File: src/vrbd_pkg.sv
// ----------------------------------------------------------------------------
// vrbd_pkg: shared types and constants for the visibility bitmap decoder
// word layout, field widths and the decode state and result records
// ----------------------------------------------------------------------------
`timescale 1ns / 1ps

package vrbd_pkg;

   // coding layout
   localparam int WORD_BITS        = 8;
   localparam int LITERAL_BITS     = 7;
   localparam int SHORT_COUNT_BITS = 6;
   localparam int RUN_GRANULARITY  = 8;
   localparam int MAX_AREAS        = 4096;

   localparam int RUN_FLAG_BIT  = WORD_BITS - 1;
   localparam int LONG_FLAG_BIT = WORD_BITS - 2;

   // fixed field widths
   localparam int CODE_WORD_W = 8;
   localparam int AREA_W      = 13;
   localparam int CHUNK_W     = 7;
   localparam int CHUNK_POS_W = 12;

   // derived widths
   localparam int POS_BITS = $clog2(MAX_AREAS + 1);
   localparam int RUN_BITS = WORD_BITS + SHORT_COUNT_BITS;
   localparam int ADV_BITS = RUN_BITS + 2 + $clog2(RUN_GRANULARITY + 1);

   // apb register map
   localparam int CSR_ADDR_W = 2;
   localparam int CSR_DATA_W = 32;

   localparam logic [CSR_ADDR_W-1:0] AREA_COUNT_ADDR = '0;

   typedef struct packed {
      logic [POS_BITS-1:0]         bit_position;
      logic                        long_run_pending;
      logic [SHORT_COUNT_BITS-1:0] pending_run_low;
   } dec_state_type;

   typedef struct packed {
      logic [CHUNK_W-1:0]     chunk_bits;
      logic [CHUNK_POS_W-1:0] chunk_position;
      logic                   chunk_valid;
      logic                   stream_done;
   } dec_result_type;

endpackage

File: src/vrbd_req_if.sv
// ----------------------------------------------------------------------------
// vrbd_req_if: code word channel
// valid/ready channel carrying one code word and its stream start flag
// ----------------------------------------------------------------------------
`timescale 1ns / 1ps

interface vrbd_req_if import vrbd_pkg::*; ();
   logic                   valid;
   logic                   ready;
   logic [CODE_WORD_W-1:0] code_word;
   logic                   start_stream;

   modport source(output valid, output code_word, output start_stream, input ready);
   modport sink(input valid, input code_word, input start_stream, output ready);
endinterface

File: src/vrbd_rsp_if.sv
// ----------------------------------------------------------------------------
// vrbd_rsp_if: decoded chunk channel
// valid/ready channel carrying one decoded chunk and the done flag
// ----------------------------------------------------------------------------
`timescale 1ns / 1ps

interface vrbd_rsp_if import vrbd_pkg::*; ();
   logic                   valid;
   logic                   ready;
   logic [CHUNK_W-1:0]     chunk_bits;
   logic [CHUNK_POS_W-1:0] chunk_position;
   logic                   chunk_valid;
   logic                   stream_done;

   modport source(output valid, output chunk_bits, output chunk_position,
                  output chunk_valid, output stream_done, input ready);
   modport sink(input valid, input chunk_bits, input chunk_position,
                input chunk_valid, input stream_done, output ready);
endinterface

File: src/vrbd_decode.sv
// ----------------------------------------------------------------------------
// vrbd_decode: one-word decode step
// next position, long run bookkeeping and literal chunk for one code word
// ----------------------------------------------------------------------------
`timescale 1ns / 1ps

module vrbd_decode import vrbd_pkg::*; (
   input  logic [CODE_WORD_W-1:0] code_word,
   input  logic                   start_stream,
   input  logic [POS_BITS-1:0]    limit,
   input  dec_state_type          state_cur,
   output dec_state_type          state_nxt,
   output dec_result_type         result
);

   logic [WORD_BITS-1:0]    word;
   logic [POS_BITS-1:0]     pos;
   logic                    pending;
   logic [POS_BITS-1:0]     room;
   logic                    active;
   logic [RUN_BITS-1:0]     run_long;
   logic [RUN_BITS-1:0]     run_short;
   logic [RUN_BITS-1:0]     run_sel;
   logic [ADV_BITS-1:0]     run_amount;
   logic [ADV_BITS-1:0]     amount;
   logic                    do_adv;
   logic [POS_BITS-1:0]     pos_adv;
   logic [LITERAL_BITS-1:0] lit;
   logic [POS_BITS-1:0]     new_pos;

   assign word = WORD_BITS'(code_word);

   always_comb begin
      // start of stream wipes the position and any waiting run
      pos     = start_stream ? '0 : state_cur.bit_position;
      pending = start_stream ? 1'b0 : state_cur.long_run_pending;
      if (pos > limit) begin
         pos = limit;
      end
      room   = limit - pos;
      active = (pos < limit);

      run_long  = RUN_BITS'({word, (start_stream ? SHORT_COUNT_BITS'(0)
                                                 : state_cur.pending_run_low)});
      run_short = RUN_BITS'(word) & ((RUN_BITS'(1) << SHORT_COUNT_BITS) - RUN_BITS'(1));
      run_sel   = pending ? run_long : run_short;
      run_amount = (ADV_BITS'(run_sel) + ADV_BITS'(1)) * ADV_BITS'(RUN_GRANULARITY);

      // literal bits at or past the end read as zero
      for (int i = 0; i < LITERAL_BITS; i++) begin
         lit[i] = word[i % WORD_BITS] && (i < WORD_BITS) && (POS_BITS'(i) < room);
      end

      state_nxt.bit_position     = pos;
      state_nxt.long_run_pending = pending;
      state_nxt.pending_run_low  = start_stream ? '0 : state_cur.pending_run_low;
      result.chunk_bits     = '0;
      result.chunk_position = '0;
      result.chunk_valid    = 1'b0;
      amount = '0;
      do_adv = 1'b0;

      if (active) begin
         if (pending) begin
            state_nxt.long_run_pending = 1'b0;
            state_nxt.pending_run_low  = '0;
            amount = run_amount;
            do_adv = 1'b1;
         end else if (word[RUN_FLAG_BIT]) begin
            if (word[LONG_FLAG_BIT]) begin
               state_nxt.long_run_pending = 1'b1;
               state_nxt.pending_run_low  = run_short[SHORT_COUNT_BITS-1:0];
            end else begin
               amount = run_amount;
               do_adv = 1'b1;
            end
         end else begin
            result.chunk_bits     = CHUNK_W'(lit);
            result.chunk_position = CHUNK_POS_W'(pos);
            result.chunk_valid    = 1'b1;
            amount = ADV_BITS'(LITERAL_BITS);
            do_adv = 1'b1;
         end
      end

      // saturating advance
      pos_adv = (amount >= ADV_BITS'(room)) ? limit : POS_BITS'(ADV_BITS'(pos) + amount);
      new_pos = do_adv ? pos_adv : pos;
      state_nxt.bit_position = new_pos;
      result.stream_done = (new_pos >= limit);
   end

endmodule

File: src/visibility_rle_bitmap_decoder.sv
// ----------------------------------------------------------------------------
// visibility_rle_bitmap_decoder: run-length coded visibility bitmap decoder
// a word passes through the input register and then the result register before it shows on the rsp channel
// throughput: one word per cycle while the rsp channel does not stall, kept up by the position update loop
// the input register takes a new word while a finished chunk waits downstream
// reset: synchronous, clears position, pending run, area count and valids
// no memory, so no clearing pass after reset
// ----------------------------------------------------------------------------
`timescale 1ns / 1ps

module visibility_rle_bitmap_decoder import vrbd_pkg::*; (
   input  logic                  clock,
   input  logic                  reset,
   vrbd_req_if.sink              req_bus,
   vrbd_rsp_if.source            rsp_bus,
   input  logic                  psel,
   input  logic                  penable,
   input  logic                  pwrite,
   input  logic [CSR_ADDR_W-1:0] paddr,
   input  logic [CSR_DATA_W-1:0] pwdata,
   output logic [CSR_DATA_W-1:0] prdata,
   output logic                  pready
);

   // configuration
   logic [AREA_W-1:0]      area_count_ff;
   logic [AREA_W-1:0]      area_count_in;
   logic                   csr_write;
   logic [POS_BITS-1:0]    limit;

   // input register
   logic                   in_valid_ff;
   logic                   in_valid_in;
   logic [CODE_WORD_W-1:0] in_word_ff;
   logic                   in_start_ff;

   // decode state and result register
   dec_state_type          state_ff;
   dec_state_type          state_in;
   dec_state_type          state_nxt;
   dec_result_type         result;
   dec_result_type         out_ff;
   logic                   out_valid_ff;
   logic                   out_valid_in;

   logic                   take_in;
   logic                   advance;
   logic                   move;

   // ---------------------------------------------------------------- csr
   // single register, area_count at byte address zero
   assign pready    = 1'b1;
   assign csr_write = psel && penable && pwrite && pready && (paddr == AREA_COUNT_ADDR);
   assign area_count_in = csr_write ? pwdata[AREA_W-1:0] : area_count_ff;
   assign prdata = (paddr == AREA_COUNT_ADDR) ? CSR_DATA_W'(area_count_ff) : '0;

   // area count above the map size behaves as the map size
   assign limit = (32'(area_count_ff) > 32'(MAX_AREAS)) ? POS_BITS'(MAX_AREAS)
                                                         : POS_BITS'(area_count_ff);

   // ---------------------------------------------------------------- handshake
   // result register frees up when empty or drained this cycle
   assign advance = !out_valid_ff || rsp_bus.ready;
   assign move    = in_valid_ff && advance;
   // the input register refills as soon as its word moves on
   assign req_bus.ready = !in_valid_ff || advance;
   assign take_in = req_bus.valid && req_bus.ready;

   assign in_valid_in  = take_in ? 1'b1 : (move ? 1'b0 : in_valid_ff);
   assign out_valid_in = move ? 1'b1 : (rsp_bus.ready ? 1'b0 : out_valid_ff);

   // ---------------------------------------------------------------- decode
   vrbd_decode u_decode (
      .code_word    (in_word_ff),
      .start_stream (in_start_ff),
      .limit        (limit),
      .state_cur    (state_ff),
      .state_nxt    (state_nxt),
      .result       (result)
   );

   // position only moves when a word goes through to the result register
   assign state_in = move ? state_nxt : state_ff;

   always_ff @(posedge clock) begin
      if (reset) begin
         area_count_ff <= '0;
         in_valid_ff   <= 1'b0;
         out_valid_ff  <= 1'b0;
         state_ff      <= '0;
      end else begin
         area_count_ff <= area_count_in;
         in_valid_ff   <= in_valid_in;
         out_valid_ff  <= out_valid_in;
         state_ff      <= state_in;
      end
   end

   // payload registers
   always_ff @(posedge clock) begin
      if (take_in) begin
         in_word_ff  <= req_bus.code_word;
         in_start_ff <= req_bus.start_stream;
      end
      if (move) begin
         out_ff <= result;
      end
   end

   assign rsp_bus.valid          = out_valid_ff;
   assign rsp_bus.chunk_bits     = out_ff.chunk_bits;
   assign rsp_bus.chunk_position = out_ff.chunk_position;
   assign rsp_bus.chunk_valid    = out_ff.chunk_valid;
   assign rsp_bus.stream_done    = out_ff.stream_done;

   // ---------------------------------------------------------------- checks
   // position never runs past the map size
   a_pos_bound: assert property (@(posedge clock) disable iff (reset)
      32'(state_ff.bit_position) <= 32'(MAX_AREAS))
      else $error("bit position beyond map size");

   // a chunk without literal bits carries zero bits and zero position
   a_empty_chunk: assert property (@(posedge clock) disable iff (reset)
      (out_valid_ff && !out_ff.chunk_valid) |->
      (out_ff.chunk_bits == '0 && out_ff.chunk_position == '0))
      else $error("empty chunk has stray payload");

   // a word leaving the input register lands in the result register
   a_move_lands: assert property (@(posedge clock) disable iff (reset)
      move |=> out_valid_ff)
      else $error("decoded word lost");

   // a stalled word stays in the input register
   a_hold_stalled: assert property (@(posedge clock) disable iff (reset)
      (in_valid_ff && !advance) |=> in_valid_ff)
      else $error("stalled word dropped");

endmodule
File: src/flat_wrapper.sv
// flat-port wrapper written by rule: the top's interface ports become plain ports
module visibility_rle_bitmap_decoder_flat import vrbd_pkg::*;
  (clock, reset, psel, penable, pwrite, paddr, pwdata, prdata, pready, req_bus_valid, req_bus_code_word, req_bus_start_stream, req_bus_ready, rsp_bus_valid, rsp_bus_chunk_bits, rsp_bus_chunk_position, rsp_bus_chunk_valid, rsp_bus_stream_done, rsp_bus_ready);
  vrbd_req_if req_bus_i ();
  vrbd_rsp_if rsp_bus_i ();
  input  logic clock;
  input  logic reset;
  input  logic psel;
  input  logic penable;
  input  logic pwrite;
  input  logic [CSR_ADDR_W-1:0] paddr;
  input  logic [CSR_DATA_W-1:0] pwdata;
  output logic [CSR_DATA_W-1:0] prdata;
  output logic pready;
  input wire logic [$bits(req_bus_i.valid)-1:0] req_bus_valid;
  input wire logic [$bits(req_bus_i.code_word)-1:0] req_bus_code_word;
  input wire logic [$bits(req_bus_i.start_stream)-1:0] req_bus_start_stream;
  output wire logic [$bits(req_bus_i.ready)-1:0] req_bus_ready;
  output wire logic [$bits(rsp_bus_i.valid)-1:0] rsp_bus_valid;
  output wire logic [$bits(rsp_bus_i.chunk_bits)-1:0] rsp_bus_chunk_bits;
  output wire logic [$bits(rsp_bus_i.chunk_position)-1:0] rsp_bus_chunk_position;
  output wire logic [$bits(rsp_bus_i.chunk_valid)-1:0] rsp_bus_chunk_valid;
  output wire logic [$bits(rsp_bus_i.stream_done)-1:0] rsp_bus_stream_done;
  input wire logic [$bits(rsp_bus_i.ready)-1:0] rsp_bus_ready;
  assign req_bus_i.valid = req_bus_valid;
  assign req_bus_i.code_word = req_bus_code_word;
  assign req_bus_i.start_stream = req_bus_start_stream;
  assign req_bus_ready = req_bus_i.ready;
  assign rsp_bus_valid = rsp_bus_i.valid;
  assign rsp_bus_chunk_bits = rsp_bus_i.chunk_bits;
  assign rsp_bus_chunk_position = rsp_bus_i.chunk_position;
  assign rsp_bus_chunk_valid = rsp_bus_i.chunk_valid;
  assign rsp_bus_stream_done = rsp_bus_i.stream_done;
  assign rsp_bus_i.ready = rsp_bus_ready;
  visibility_rle_bitmap_decoder u_core (.clock(clock), .reset(reset), .req_bus(req_bus_i), .rsp_bus(rsp_bus_i), .psel(psel), .penable(penable), .pwrite(pwrite), .paddr(paddr), .pwdata(pwdata), .prdata(prdata), .pready(pready));
endmodule
File: config.mk
export PLATFORM = sky130hd
export DESIGN_NAME = visibility_rle_bitmap_decoder_flat
export DESIGN_NICKNAME = d
export VERILOG_FILES = /design/src/vrbd_pkg.sv /design/src/vrbd_req_if.sv /design/src/vrbd_rsp_if.sv /design/src/vrbd_decode.sv /design/src/visibility_rle_bitmap_decoder.sv /design/src/flat_wrapper.sv
export SDC_FILE = /design/constraint.sdc
export NUM_CORES = 1
export LEC_CHECK = 0
export ABC_CLOCK_PERIOD_IN_PS = 8200
export BUFFER_PORTS_ARGS = -buffer_cell sky130_fd_sc_hd__buf_2
export CORE_UTILIZATION = 52
export CTS_CLUSTER_DIAMETER = 30
export DETAILED_ROUTE_END_ITERATION = 16
export HOLD_SLACK_MARGIN = 0.02
export PLACE_DENSITY_LB_ADDON = 0.12
export SYNTH_ARGS = -nofsm -noshare
export SYNTH_HDL_FRONTEND = slang
export SYNTH_SLANG_ARGS = --single-unit
File: constraint.sdc
create_clock -name clock -period 8.2 [get_ports clock]
set_clock_uncertainty 0.05 [all_clocks]
set_input_delay 1.64 -clock clock [delete_from_list [all_inputs] [get_ports clock]]
set_output_delay 1.64 -clock clock [all_outputs]
set_load 0.03 [all_outputs]
==> summary.json, run 1 <==
{
  "cap_violations": {"value": 0},
  "worstHoldPathType": {"value": "flop to flop"},
  "seqCellArea": {"value": 0.00161, "unit": "sq mm"},
  "largest_net_degree_at_the_start_of_global_routing": {"value": 37},
  "multiInputGateArea": {"value": 0.00401, "unit": "sq mm"},
  "r2r_start": {"value": "u_core.in_start_ff$_DFFE_PP_"},
  "first_pass_iters": {"value": 8},
  "netlist_top_cells_area": {"value": "sky130_fd_sc_hd__edfxtp_1 16%, sky130_fd_sc_hd__ha_1 14%, sky130_fd_sc_hd__dfxtp_1 12%"},
  "power.density": {"value": 166, "unit": "mW/mm^2"},
  "filler_cell_count": {"value": 923},
  "post_synth_and_or_nand_nor_area_fraction": {"value": 20.1, "unit": "%"},
  "die_y": {"value": 108, "unit": "microns"},
  "min_to": {"value": "u_core.state_ff[9]$_SDFFE_PP0P_"},
  "achievable-frequency": {"value": 0.127, "unit": "GHz"},
  "period_share": {"value": 95.7, "unit": "%"},
  "antenna_violation_net_count_after_detailed_routing": {"value": 0},
  "drt-initial-drc-count": {"value": 311},
  "dp_slack": {"value": -0.0240, "unit": "ns"},
  "layout_commonest_cell": {"value": "sky130_fd_sc_hd__buf_4"},
  "worstSkewPairLatency": {"value": 0.36, "unit": "ns"},
  "power.static_leakage": {"value": 3.48, "unit": "nW"},
  "routed_via_density": {"value": 5.53},
  "synth_top_area_share": {"value": 15.5, "unit": "%"},
  "critical_path.endpoint_type": {"value": "flop"},
  "slew_viol_final": {"value": 0},
  "yosys_warnings": {"value": 0},
  "synth_adder_area_share": {"value": 14.7, "unit": "%"},
  "synth.yosys.seq_area_share": {"value": 27.6, "unit": "%"},
  "num_rows": {"value": 38},
  "timing.setup.tns": {"value": 0, "unit": "ns"},
  "timing.hold.ws": {"value": 0.407, "unit": "ns"},
  "die_area": {"value": 0.0116, "unit": "sq mm"},
  "finalCriticalPeriod": {"value": 7.84, "unit": "ns"},
  "design_power_total": {"value": 1.21, "unit": "mW"},
  "syn_std_cell_area": {"value": 0.00580, "unit": "sq mm"},
  "dr_total_vias": {"value": 5450},
  "ys_dominant_reg_cell": {"value": "sky130_fd_sc_hd__dfxtp_1"},
  "timing.critical_path.fanout_max": {"value": 18},
  "antenna_cells_inserted": {"value": 0},
  "cpPeakStageDelay": {"value": 0.43, "unit": "ns"},
  "ioPinCount": {"value": 106},
  "drcViolationCount": {"value": 0},
  "finalNetCount": {"value": 955},
  "grt.overflow.total": {"value": 0},
  "clkSlewWorstSetupHoldPaths": {"value": 0.09, "unit": "ns"},
  "clockRootBuffer": {"value": "sky130_fd_sc_hd__clkbuf_8"},
  "critPathLaunchType": {"value": "flop"},
  "synth_largest_area_cell": {"value": "sky130_fd_sc_hd__edfxtp_1"},
  "via_count_of_the_first_global_routing_pass": {"value": 5150},
  "cts.htree.levels": {"value": 3},
  "finalWeightedCongestion": {"value": 0.848},
  "synthDistinctLibCells": {"value": 72},
  "timing.rr.end": {"value": "u_core.rsp_bus.stream_done$_DFFE_PP_"},
  "postCtsHoldBufs": {"value": 0},
  "ir_worst_vdd": {"value": 0.148, "unit": "mV"},
  "final-hold-violation-count": {"value": 0},
  "hold_path.startpoint": {"value": "u_core.state_ff[9]$_SDFFE_PP0P_"},
  "crit_top_cell": {"value": "sky130_fd_sc_hd__o21a_1"},
  "floorplan.die.width": {"value": 108, "unit": "microns"},
  "grtUsageTotal": {"value": 28.1, "unit": "%"},
  "whs_path_depth": {"value": 2},
  "grt_antenna_before_repair": {"value": 0},
  "coreArea": {"value": 0.0108, "unit": "sq mm"},
  "postSynth.asyncResetShare": {"value": 0, "unit": "%"},
  "mean_cell_area_of_the_mapped_netlist": {"value": 8.41, "unit": "sq um"},
  "initial_cell_density_of_the_core": {"value": 53.5, "unit": "%"},
  "ys_seq_elements": {"value": 65},
  "synth_edf_count": {"value": 30},
  "global_route_wire_length_before_repair": {"value": 25200, "unit": "microns"},
  "drt-wirelength-per-cell": {"value": 16.2, "unit": "microns"},
  "deepest_clock_path_buffer_count": {"value": 2},
  "detailed_place_hpwl": {"value": 12600, "unit": "microns"},
  "worstRegToRegCells": {"value": 40},
  "slew_headroom": {"value": 41.4, "unit": "%"},
  "synth-xor-area-share": {"value": 4.83, "unit": "%"},
  "worst_ep_arrival_time": {"value": 7.90, "unit": "ns"},
  "cts_made_buffers": {"value": 9},
  "drt_wl_total": {"value": 16000, "unit": "microns"},
  "critical_path_class": {"value": "flop to flop"},
  "critical-path-slowest-cell": {"value": "sky130_fd_sc_hd__nor4_4"},
  "post_synthesis_mux_area_share": {"value": 7.27, "unit": "%"},
  "final-setup-viol-count": {"value": 0},
  "final.setup.worst_slack": {"value": 0.356, "unit": "ns"},
  "timing.critical_path.required": {"value": 8.25, "unit": "ns"},
  "timing.reg2reg.setup_slack": {"value": 0.36, "unit": "ns"},
  "worst-slew-pin-transition": {"value": 0.871, "unit": "ns"},
  "synth_compound_area_share": {"value": 18.0, "unit": "%"},
  "post_route_cells_drive_above_1_share": {"value": 28.4, "unit": "%"},
  "final_cell_mix": {"value": "101 x sky130_fd_sc_hd__buf_4, 72 x sky130_fd_sc_hd__nor2_1, 66 x sky130_fd_sc_hd__buf_2"},
  "port_buffers": {"value": 66},
  "cts.sinks": {"value": 65},
  "flow.area_growth_from_synthesis": {"value": 25.5, "unit": "%"},
  "dominant_combinational_cell_family_by_area_after_synthesis": {"value": "simple AND/OR/NAND/NOR gates"},
  "result_of_the_run": {"value": "complete, no violations"},
  "cts_tree": {"value": "yes"},
  "syn_inst": {"value": 689}
}
[how the worst max path moves through the flow]
stage	endpoint	startpoint	cells past startpoint	slack [ns]
5_1_grt	u_core.rsp_bus.stream_done$_DFFE_PP_	u_core.area_count_ff[12]$_SDFFE_PP0P_	41	-0.04
3_5_place_dp	u_core.rsp_bus.stream_done$_DFFE_PP_	u_core.area_count_ff[12]$_SDFFE_PP0P_	41	-0.02
4_1_cts	u_core.rsp_bus.stream_done$_DFFE_PP_	u_core.area_count_ff[12]$_SDFFE_PP0P_	41	0.08
2_1_floorplan	u_core.rsp_bus.stream_done$_DFFE_PP_	u_core.in_start_ff$_DFFE_PP_	40	0.04
3_3_place_gp	u_core.rsp_bus.stream_done$_DFFE_PP_	u_core.area_count_ff[12]$_SDFFE_PP0P_	41	-0.04
6_report	u_core.rsp_bus.stream_done$_DFFE_PP_	u_core.in_start_ff$_DFFE_PP_	40	0.36
[cells by family (layout without fill, tap and decap cells)]
| kind of cell | Yosys count | count (layout) |
|---|---|---|
| adders and majority gates | 67 | 67 |
| DFF | 65 | 65 |
| AOI/OAI and AO/OA | 154 | 154 |
| muxes | 41 | 41 |
| other | 2 | 20 |
| and+or+nand+nor | 239 | 239 |
| xor gates and xnor gates | 32 | 32 |
| buffers and inverters | 89 | 227 |
[state kept, by name (all words and copies together) (netlist names), 7 cells and up]
name,flops
u_core.state_ff,20
u_core.area_count_ff,13
u_core.rsp_bus.chunk_position,12
u_core.in_word_ff,8
u_core.rsp_bus.chunk_bits,7
[metrics by stage]
stage / utilization (%) / cell area [sq um] / instances
4_1_cts: 65.5 / 7100 / 983
3_5_place_dp: 63.5 / 6880 / 967
2_1_floorplan: - / 5880 / 707
6_report: 67.1 / 7270 / 985
5_1_grt: 67.1 / 7270 / 985
3_3_place_gp: 63.5 / 6880 / 967
[critical path: cells and delay by family (launching register included)]
kind            cells  cell delay, ns
compound gates     22            3.61
xor+xnor            1            0.18
fa+ha+maj           5            1.34
buf+inv             4            0.42
flops               1            0.42
mux                 1            0.33
simple gates        7            1.23
[final cells by class]
cell class	instances	share of cell area, %
timing repair buffer	169	15.4
multi-input combinational	553	55.1
sequential	65	22.1
inverter	42	2.18
clock inverter	7	1.12
clock buffer	9	1.70
tap	140	2.41
[metal layers]
metal,wire [microns],track usage (%)
met1,7340,36.4
met2,7340,45.7
met3,845,5.75
met4,452,10.8
met5,0,0
[synthesized netlist by cell type, types with 14 or more instances]
cell type and n:
sky130_fd_sc_hd__o21ai_0 22, sky130_fd_sc_hd__mux2i_1 35, sky130_fd_sc_hd__nor2_1 75, sky130_fd_sc_hd__clkbuf_1 19
sky130_fd_sc_hd__edfxtp_1 30, sky130_fd_sc_hd__dfxtp_1 35, sky130_fd_sc_hd__a21oi_1 52, sky130_fd_sc_hd__and2_1 15
sky130_fd_sc_hd__nor2b_1 24, sky130_fd_sc_hd__ha_1 63, sky130_fd_sc_hd__xnor2_1 20, sky130_fd_sc_hd__buf_4 21
sky130_fd_sc_hd__nand2_1 61, sky130_fd_sc_hd__inv_1 41, sky130_fd_sc_hd__a21o_1 14, sky130_fd_sc_hd__nand3_1 14
[where the power goes]
group	total, mW	internal [mW]	switching, mW
clock network	0.301	0.146	0.155
logic	0.538	0.238	0.299
registers	0.366	0.356	0.0105
total	1.21	0.740	0.465
[repair_timing]
| item | in CTS | in global routing |
|---|---|---|
| setup buffers | 0 | 2 |
| pin swaps | 0 | 14 |
| gates resized for setup | 2 | 39 |
| endpoints found under the setup margin | 1 | 1 |
Note: power is estimated with default switching activity, not from simulation.
==> inputs of run 2 (changes only) <==
- CORE_UTILIZATION: 52 -> 53
- CTS_BUF_LIST: not set -> sky130_fd_sc_hd__clkbuf_2
- RECOVER_POWER: not set -> 25
==> run 2 against run 1 <==
The flow now finishes with violations (max-capacitance violations, max-slew violations). Clock-buffer cell count did not move. Register-to-register slack got worse by 0.09 ns. Critical path type unchanged. Utilization fell by 0.49 points. Largest cell class unchanged. Flip-flop and latch count did not move. Combinational power fell by 5.6%. Sequential share of layout area rose by 0.97 points. Clock power fell by 18%.
==> summary.json, run 2 (same netlist as run 1, synthesis figures left out) <==
{
  "timing.rr.end": {"value": "u_core.rsp_bus.stream_done$_DFFE_PP_"},
  "crit_top_cell": {"value": "sky130_fd_sc_hd__o21a_1"},
  "detail_route.wirelength.met1": {"value": 7250, "unit": "microns"},
  "clockPowerShare": {"value": 22.0, "unit": "%"},
  "result_of_the_run": {"value": "complete, but fails checks"},
  "largest_net_degree_at_the_start_of_global_routing": {"value": 37},
  "drt-wirelength-per-cell": {"value": 16.4, "unit": "microns"},
  "timing.critical_path.required": {"value": 8.52, "unit": "ns"},
  "filler_cell_count": {"value": 910},
  "critPathLaunchType": {"value": "flop"},
  "slew_viol_final": {"value": 37},
  "grt.overflow.total": {"value": 0},
  "timing.critical_path.fanout_max": {"value": 7},
  "finalCriticalPeriod": {"value": 7.93, "unit": "ns"},
  "power.share.sequential": {"value": 32.7, "unit": "%"},
  "switchingPower": {"value": 0.442, "unit": "mW"},
  "drt-initial-drc-count": {"value": 372},
  "final.setup.worst_slack": {"value": 0.269, "unit": "ns"},
  "ioPinCount": {"value": 106},
  "numPlacedInstances": {"value": 933},
  "initial_cell_density_of_the_core": {"value": 55.4, "unit": "%"},
  "stdcell_area": {"value": 0.00697, "unit": "sq mm"},
  "largest_register": {"value": "u_core.state_ff"},
  "die_area": {"value": 0.0114, "unit": "sq mm"},
  "number_of_flip_flops_in_the_largest_register": {"value": 20},
  "floorplan.die.width": {"value": 107, "unit": "microns"},
  "global_route_wire_length_before_repair": {"value": 24200, "unit": "microns"},
  "dr_total_vias": {"value": 5336},
  "hold_path.startpoint": {"value": "u_core.state_ff[10]$_SDFFE_PP0P_"},
  "power.switching_fraction": {"value": 39.4, "unit": "%"},
  "critical_path_class": {"value": "flop to flop"},
  "timing.reg2reg.setup_slack": {"value": 0.27, "unit": "ns"},
  "finalNetCount": {"value": 926},
  "internal-power": {"value": 0.681, "unit": "mW"},
  "critical-path-slowest-cell": {"value": "sky130_fd_sc_hd__edfxtp_1"},
  "cts_made_buffers": {"value": 9},
  "worst-slew-pin-transition": {"value": 1.62, "unit": "ns"},
  "met3_wirelength": {"value": 977, "unit": "microns"},
  "post_route_cells_drive_above_1_share": {"value": 24.1, "unit": "%"},
  "coreArea": {"value": 0.0105, "unit": "sq mm"},
  "die_y": {"value": 107, "unit": "microns"},
  "ir_worst_vdd": {"value": 0.101, "unit": "mV"},
  "timing.hold.ws": {"value": 0.413, "unit": "ns"},
  "placement.cell_area": {"value": 0.00665, "unit": "sq mm"},
  "clockRootBuffer": {"value": "sky130_fd_sc_hd__clkbuf_2"},
  "final-hold-violation-count": {"value": 0},
  "power.density": {"value": 161, "unit": "mW/mm^2"},
  "achievable-frequency": {"value": 0.126, "unit": "GHz"},
  "violations": {"value": "max-capacitance violations, max-slew violations"},
  "num_rows": {"value": 37},
  "deepest_clock_path_buffer_count": {"value": 2},
  "r2r_start": {"value": "u_core.in_start_ff$_DFFE_PP_"},
  "clkSlewWorstSetupHoldPaths": {"value": 0.25, "unit": "ns"},
  "stdcell_count": {"value": 952},
  "grtUsageTotal": {"value": 27.2, "unit": "%"},
  "period_share": {"value": 96.7, "unit": "%"},
  "worstSkewPairLatency": {"value": 0.57, "unit": "ns"},
  "slew_headroom": {"value": -8.06, "unit": "%"},
  "postCtsHoldBufs": {"value": 0},
  "grt_antenna_before_repair": {"value": 0},
  "antenna_violation_net_count_after_detailed_routing": {"value": 0},
  "final-setup-viol-count": {"value": 0},
  "antenna_cells_inserted": {"value": 0},
  "worstRegToRegCells": {"value": 35},
  "via_count_of_the_first_global_routing_pass": {"value": 4952},
  "power.static_leakage": {"value": 3.28, "unit": "nW"},
  "dp_slack": {"value": -0.199, "unit": "ns"},
  "cts.sinks": {"value": 65},
  "critical_path.endpoint_type": {"value": "flop"},
  "power.share.combinational": {"value": 45.3, "unit": "%"},
  "cap_violations": {"value": 1},
  "whs_path_depth": {"value": 2},
  "port_buffers": {"value": 66},
  "met2_wirelength": {"value": 7110, "unit": "microns"},
  "flow.area_growth_from_synthesis": {"value": 20.2, "unit": "%"},
  "highest-signal-layer": {"value": "met4"},
  "cts.htree.levels": {"value": 3},
  "worstHoldPathType": {"value": "flop to flop"},
  "drcViolationCount": {"value": 0},
  "routed_via_density": {"value": 5.61},
  "drt_wl_total": {"value": 15600, "unit": "microns"},
  "final_cell_mix": {"value": "72 x sky130_fd_sc_hd__nor2_1, 72 x sky130_fd_sc_hd__buf_4, 61 x sky130_fd_sc_hd__nand2_1"},
  "finalWeightedCongestion": {"value": 1.01},
  "cpPeakStageDelay": {"value": 0.56, "unit": "ns"},
  "first_pass_iters": {"value": 5},
  "worst_ep_arrival_time": {"value": 8.25, "unit": "ns"},
  "min_to": {"value": "u_core.state_ff[10]$_SDFFE_PP0P_"},
  "cts_tree": {"value": "yes"},
  "detailed_place_hpwl": {"value": 12200, "unit": "microns"}
}
-- run 2: layout make-up --
class / instances / area, sq um / share of cell area [%]
clock buffer: 9 / 45.0 / 0.646
timing repair buffer: 140 / 901 / 12.9
inverter: 42 / 160 / 2.30
clock inverter: 7 / 104 / 1.49
multi-input combinational: 553 / 3980 / 57.2
tap: 136 / 170 / 2.44
sequential: 65 / 1610 / 23.0
-- run 2: timing repair --
item,in CTS,in global routing
gates resized for setup,3,37
cloned,0,1
hold endpoints to repair,0,0
setup buffers,0,2
endpoints found under the setup margin,1,1
pin swaps,0,14
-- run 2: worst max path at each step --
stage / startpoint / end / slack [ns]
floorplan: u_core.in_start_ff$_DFFE_PP_ / u_core.rsp_bus.stream_done$_DFFE_PP_ / 0.04
global placement: u_core.area_count_ff[12]$_SDFFE_PP0P_ / u_core.rsp_bus.stream_done$_DFFE_PP_ / -0.12
detailed placement: u_core.area_count_ff[12]$_SDFFE_PP0P_ / u_core.rsp_bus.stream_done$_DFFE_PP_ / -0.20
CTS: u_core.in_start_ff$_DFFE_PP_ / u_core.rsp_bus.stream_done$_DFFE_PP_ / 0.06
global route: u_core.in_start_ff$_DFFE_PP_ / u_core.rsp_bus.stream_done$_DFFE_PP_ / -0.04
finish: u_core.in_start_ff$_DFFE_PP_ / u_core.rsp_bus.stream_done$_DFFE_PP_ / 0.27
-- run 2: power groups by stage --
stage | logic (mW) | registers, mW | clock network [mW]
floorplan | 0.329 | 0.382 | 0
global placement | 0.464 | 0.374 | 0
detailed placement | 0.473 | 0.374 | 0
CTS | 0.478 | 0.367 | 0.250
global route | 0.550 | 0.370 | 0.265
finish | 0.508 | 0.368 | 0.247
-- run 2: metal layers --
metal  track usage, %  vias up
li1                 -     2640
met1             37.7     2476
met2             43.6      201
met3             4.62       19
met4             7.34        0
met5                0        -
-- run 2: critical path: cells and delay by family (launching register included) --
| kind | cells | cell delay [ns] |
|---|---|---|
| flops | 1 | 0.56 |
| mux | 2 | 0.58 |
| simple gates | 7 | 1.78 |
| buf+inv | 5 | 0.73 |
| compound gates | 16 | 2.62 |
| fa+ha+maj | 5 | 1.46 |
-- run 2: per-stage QoR --
| stage | utilization, % | TNS (ns) | power (mW) |
|---|---|---|---|
| 2_1_floorplan | - | 0 | 0.712 |
| 4_1_cts | 65.1 | 0 | 1.09 |
| 3_5_place_dp | 63.6 | -0.199 | 0.847 |
| 3_3_place_gp | 63.6 | -0.120 | 0.837 |
| 6_report | 66.6 | 0 | 1.12 |
| 5_1_grt | 66.6 | -0.0381 | 1.18 |
==> inputs of run 3 (changes only) <==
- ABC_CLOCK_PERIOD_IN_PS: 8200 -> not set
- CORE_ASPECT_RATIO: not set -> 0.75
==> run 3 against run 2 <==
The run still ends with max-capacitance violations, max-slew violations left. Register-to-register slack gained 0.02 ns. Via count grew 4.8%. Total power shrank 6.2%. Cell area grew 2.8%. Non-clock buffer count grew 42. Largest power group unchanged. Sequential share of layout area shrank 0.62 points. Flip-flop and latch count is the same. First-iteration DRC count shrank 7.3%.
==> summary.json, run 3 (same netlist as run 1, synthesis figures left out) <==
{
  "post-route-util": {"value": 68.5, "unit": "%"},
  "coreArea": {"value": 0.0105, "unit": "sq mm"},
  "seqCellArea": {"value": 0.00161, "unit": "sq mm"},
  "dr_total_vias": {"value": 5593},
  "power.density": {"value": 147, "unit": "mW/mm^2"},
  "worstHoldPathType": {"value": "flop to flop"},
  "final-setup-viol-count": {"value": 0},
  "slew_viol_final": {"value": 73},
  "port_buffers": {"value": 66},
  "die_area": {"value": 0.0114, "unit": "sq mm"},
  "achievable-frequency": {"value": 0.126, "unit": "GHz"},
  "power.static_leakage": {"value": 3.49, "unit": "nW"},
  "period_share": {"value": 96.4, "unit": "%"},
  "grt_antenna_before_repair": {"value": 0},
  "die_y": {"value": 92.6, "unit": "microns"},
  "whs_path_depth": {"value": 2},
  "worst-slew-pin-transition": {"value": 2.02, "unit": "ns"},
  "worstSkewPairLatency": {"value": 0.56, "unit": "ns"},
  "grt.overflow.total": {"value": 0},
  "critical_path_class": {"value": "flop to flop"},
  "number_of_flip_flops_in_the_largest_register": {"value": 20},
  "post_route_cells_drive_above_1_share": {"value": 27.7, "unit": "%"},
  "slew_headroom": {"value": -34.4, "unit": "%"},
  "cts.htree.levels": {"value": 3},
  "groute.layer.met3.usage": {"value": 5.23, "unit": "%"},
  "global_route.peak_usage_layer": {"value": "met2"},
  "cts.sinks": {"value": 65},
  "cts_made_buffers": {"value": 9},
  "via_count_of_the_first_global_routing_pass": {"value": 5243},
  "drt-initial-drc-count": {"value": 345},
  "grtUsageTotal": {"value": 29.5, "unit": "%"},
  "result_of_the_run": {"value": "complete, but fails checks"},
  "design_power_total": {"value": 1.05, "unit": "mW"},
  "timing.critical_path.fanout_max": {"value": 8},
  "clkSlewWorstSetupHoldPaths": {"value": 0.17, "unit": "ns"},
  "deepest_clock_path_buffer_count": {"value": 2},
  "ioPinCount": {"value": 106},
  "flow.area_growth_from_synthesis": {"value": 23.5, "unit": "%"},
  "routed_via_density": {"value": 5.63},
  "timing.reg2reg.setup_slack": {"value": 0.29, "unit": "ns"},
  "multiInputGateArea": {"value": 0.00394, "unit": "sq mm"},
  "floorplan.die.width": {"value": 123, "unit": "microns"},
  "detailed_place_hpwl": {"value": 12600, "unit": "microns"},
  "antenna_cells_inserted": {"value": 0},
  "critPathLaunchType": {"value": "flop"},
  "drt_wl_total": {"value": 16000, "unit": "microns"},
  "timing.setup.tns": {"value": 0, "unit": "ns"},
  "postCtsHoldBufs": {"value": 0},
  "antenna_violation_net_count_after_detailed_routing": {"value": 0},
  "worstRegToRegCells": {"value": 39},
  "ir_worst_vdd": {"value": 0.0949, "unit": "mV"},
  "largest_register": {"value": "u_core.state_ff"},
  "timing.critical_path.required": {"value": 8.47, "unit": "ns"},
  "worst_ep_arrival_time": {"value": 8.18, "unit": "ns"},
  "global_route_wire_length_before_repair": {"value": 25700, "unit": "microns"},
  "crit_top_cell": {"value": "sky130_fd_sc_hd__o21a_1"},
  "clockRootBuffer": {"value": "sky130_fd_sc_hd__clkbuf_2"},
  "cpPeakStageDelay": {"value": 0.40, "unit": "ns"},
  "critical_path.endpoint_type": {"value": "flop"},
  "drcViolationCount": {"value": 0},
  "initial_cell_density_of_the_core": {"value": 55.5, "unit": "%"},
  "cts_tree": {"value": "yes"},
  "num_rows": {"value": 32},
  "grt_use_met1": {"value": 42.7, "unit": "%"},
  "cap_violations": {"value": 2},
  "violations": {"value": "max-capacitance violations, max-slew violations"},
  "final_cell_mix": {"value": "112 x sky130_fd_sc_hd__buf_4, 75 x sky130_fd_sc_hd__nor2_1, 65 x sky130_fd_sc_hd__buf_2"},
  "finalCriticalPeriod": {"value": 7.91, "unit": "ns"},
  "largest_net_degree_at_the_start_of_global_routing": {"value": 37},
  "finalWeightedCongestion": {"value": 0.941},
  "grt.met2_usage": {"value": 45.1, "unit": "%"},
  "drt-wirelength-per-cell": {"value": 16.1, "unit": "microns"},
  "critical-path-slowest-cell": {"value": "sky130_fd_sc_hd__dfxtp_4"},
  "timing.hold.ws": {"value": 0.425, "unit": "ns"},
  "finalNetCount": {"value": 968},
  "first_pass_iters": {"value": 5},
  "final-hold-violation-count": {"value": 0},
  "filler_cell_count": {"value": 872},
  "layout_commonest_cell": {"value": "sky130_fd_sc_hd__buf_4"}
}
run 3: timing repair:
item / in CTS / in global routing
gates cloned: 0 / 0
setup endpoints to repair: 1 / 1
pin swaps: 0 / 14
buffers inserted: 1 / 7
resized for setup: 3 / 29
run 3: metrics by stage:
| stage | setup slack [ns] | cell area [sq um] | cells |
|---|---|---|---|
| 6_report | 0.294 | 7160 | 994 |
| 5_1_grt | -0.0493 | 7160 | 994 |
| 4_1_cts | 0.00166 | 7020 | 988 |
| 2_1_floorplan | 0.0409 | 5880 | 707 |
| 3_5_place_dp | -0.101 | 6920 | 971 |
| 3_3_place_gp | -0.0523 | 6920 | 971 |
run 3: per-layer routing:
| layer | part of all wire, % | up-vias |
|---|---|---|
| met5 | 0 | - |
| met4 | 1.5 | 0 |
| met3 | 6.5 | 21 |
| met2 | 44 | 203 |
| met1 | 48 | 2650 |
| li1 | - | 2719 |
run 3: final cells by class:
cell class / instances / share of cell area (%)
tap: 136 / 2.38
inverter: 42 / 2.22
multi-input combinational: 553 / 55.0
clock buffer: 11 / 0.769
clock inverter: 5 / 0.349
timing repair buffer: 182 / 16.9
sequential: 65 / 22.4
run 3: worst paths after layout:
| path | startpoint | endpoint |
|---|---|---|
| worst min-delay path | u_core.state_ff[11]$_SDFFE_PP0P_ | u_core.state_ff[11]$_SDFFE_PP0P_ |
| worst max register to register | u_core.area_count_ff[12]$_SDFFE_PP0P_ | u_core.rsp_bus.stream_done$_DFFE_PP_ |
| worst max-delay path | u_core.area_count_ff[12]$_SDFFE_PP0P_ | u_core.rsp_bus.stream_done$_DFFE_PP_ |
| worst min register to register | u_core.state_ff[11]$_SDFFE_PP0P_ | u_core.state_ff[11]$_SDFFE_PP0P_ |
run 3: power breakdown:
part	switching, mW	internal, mW
clock	0.120	0.0393
combinational	0.293	0.233
sequential	0.0116	0.357
run 3: critical path, delay by kind of cell (launching register included):
kind                     cells  cell delay, ns
AO/OA/AOI/OAI               20            3.51
adder cells (fa/ha/maj)      5            1.37
AND/OR/NAND/NOR              6            0.90
buffers and inverters        6            0.77
multiplexers                 2            0.70
flip-flops                   1            0.40
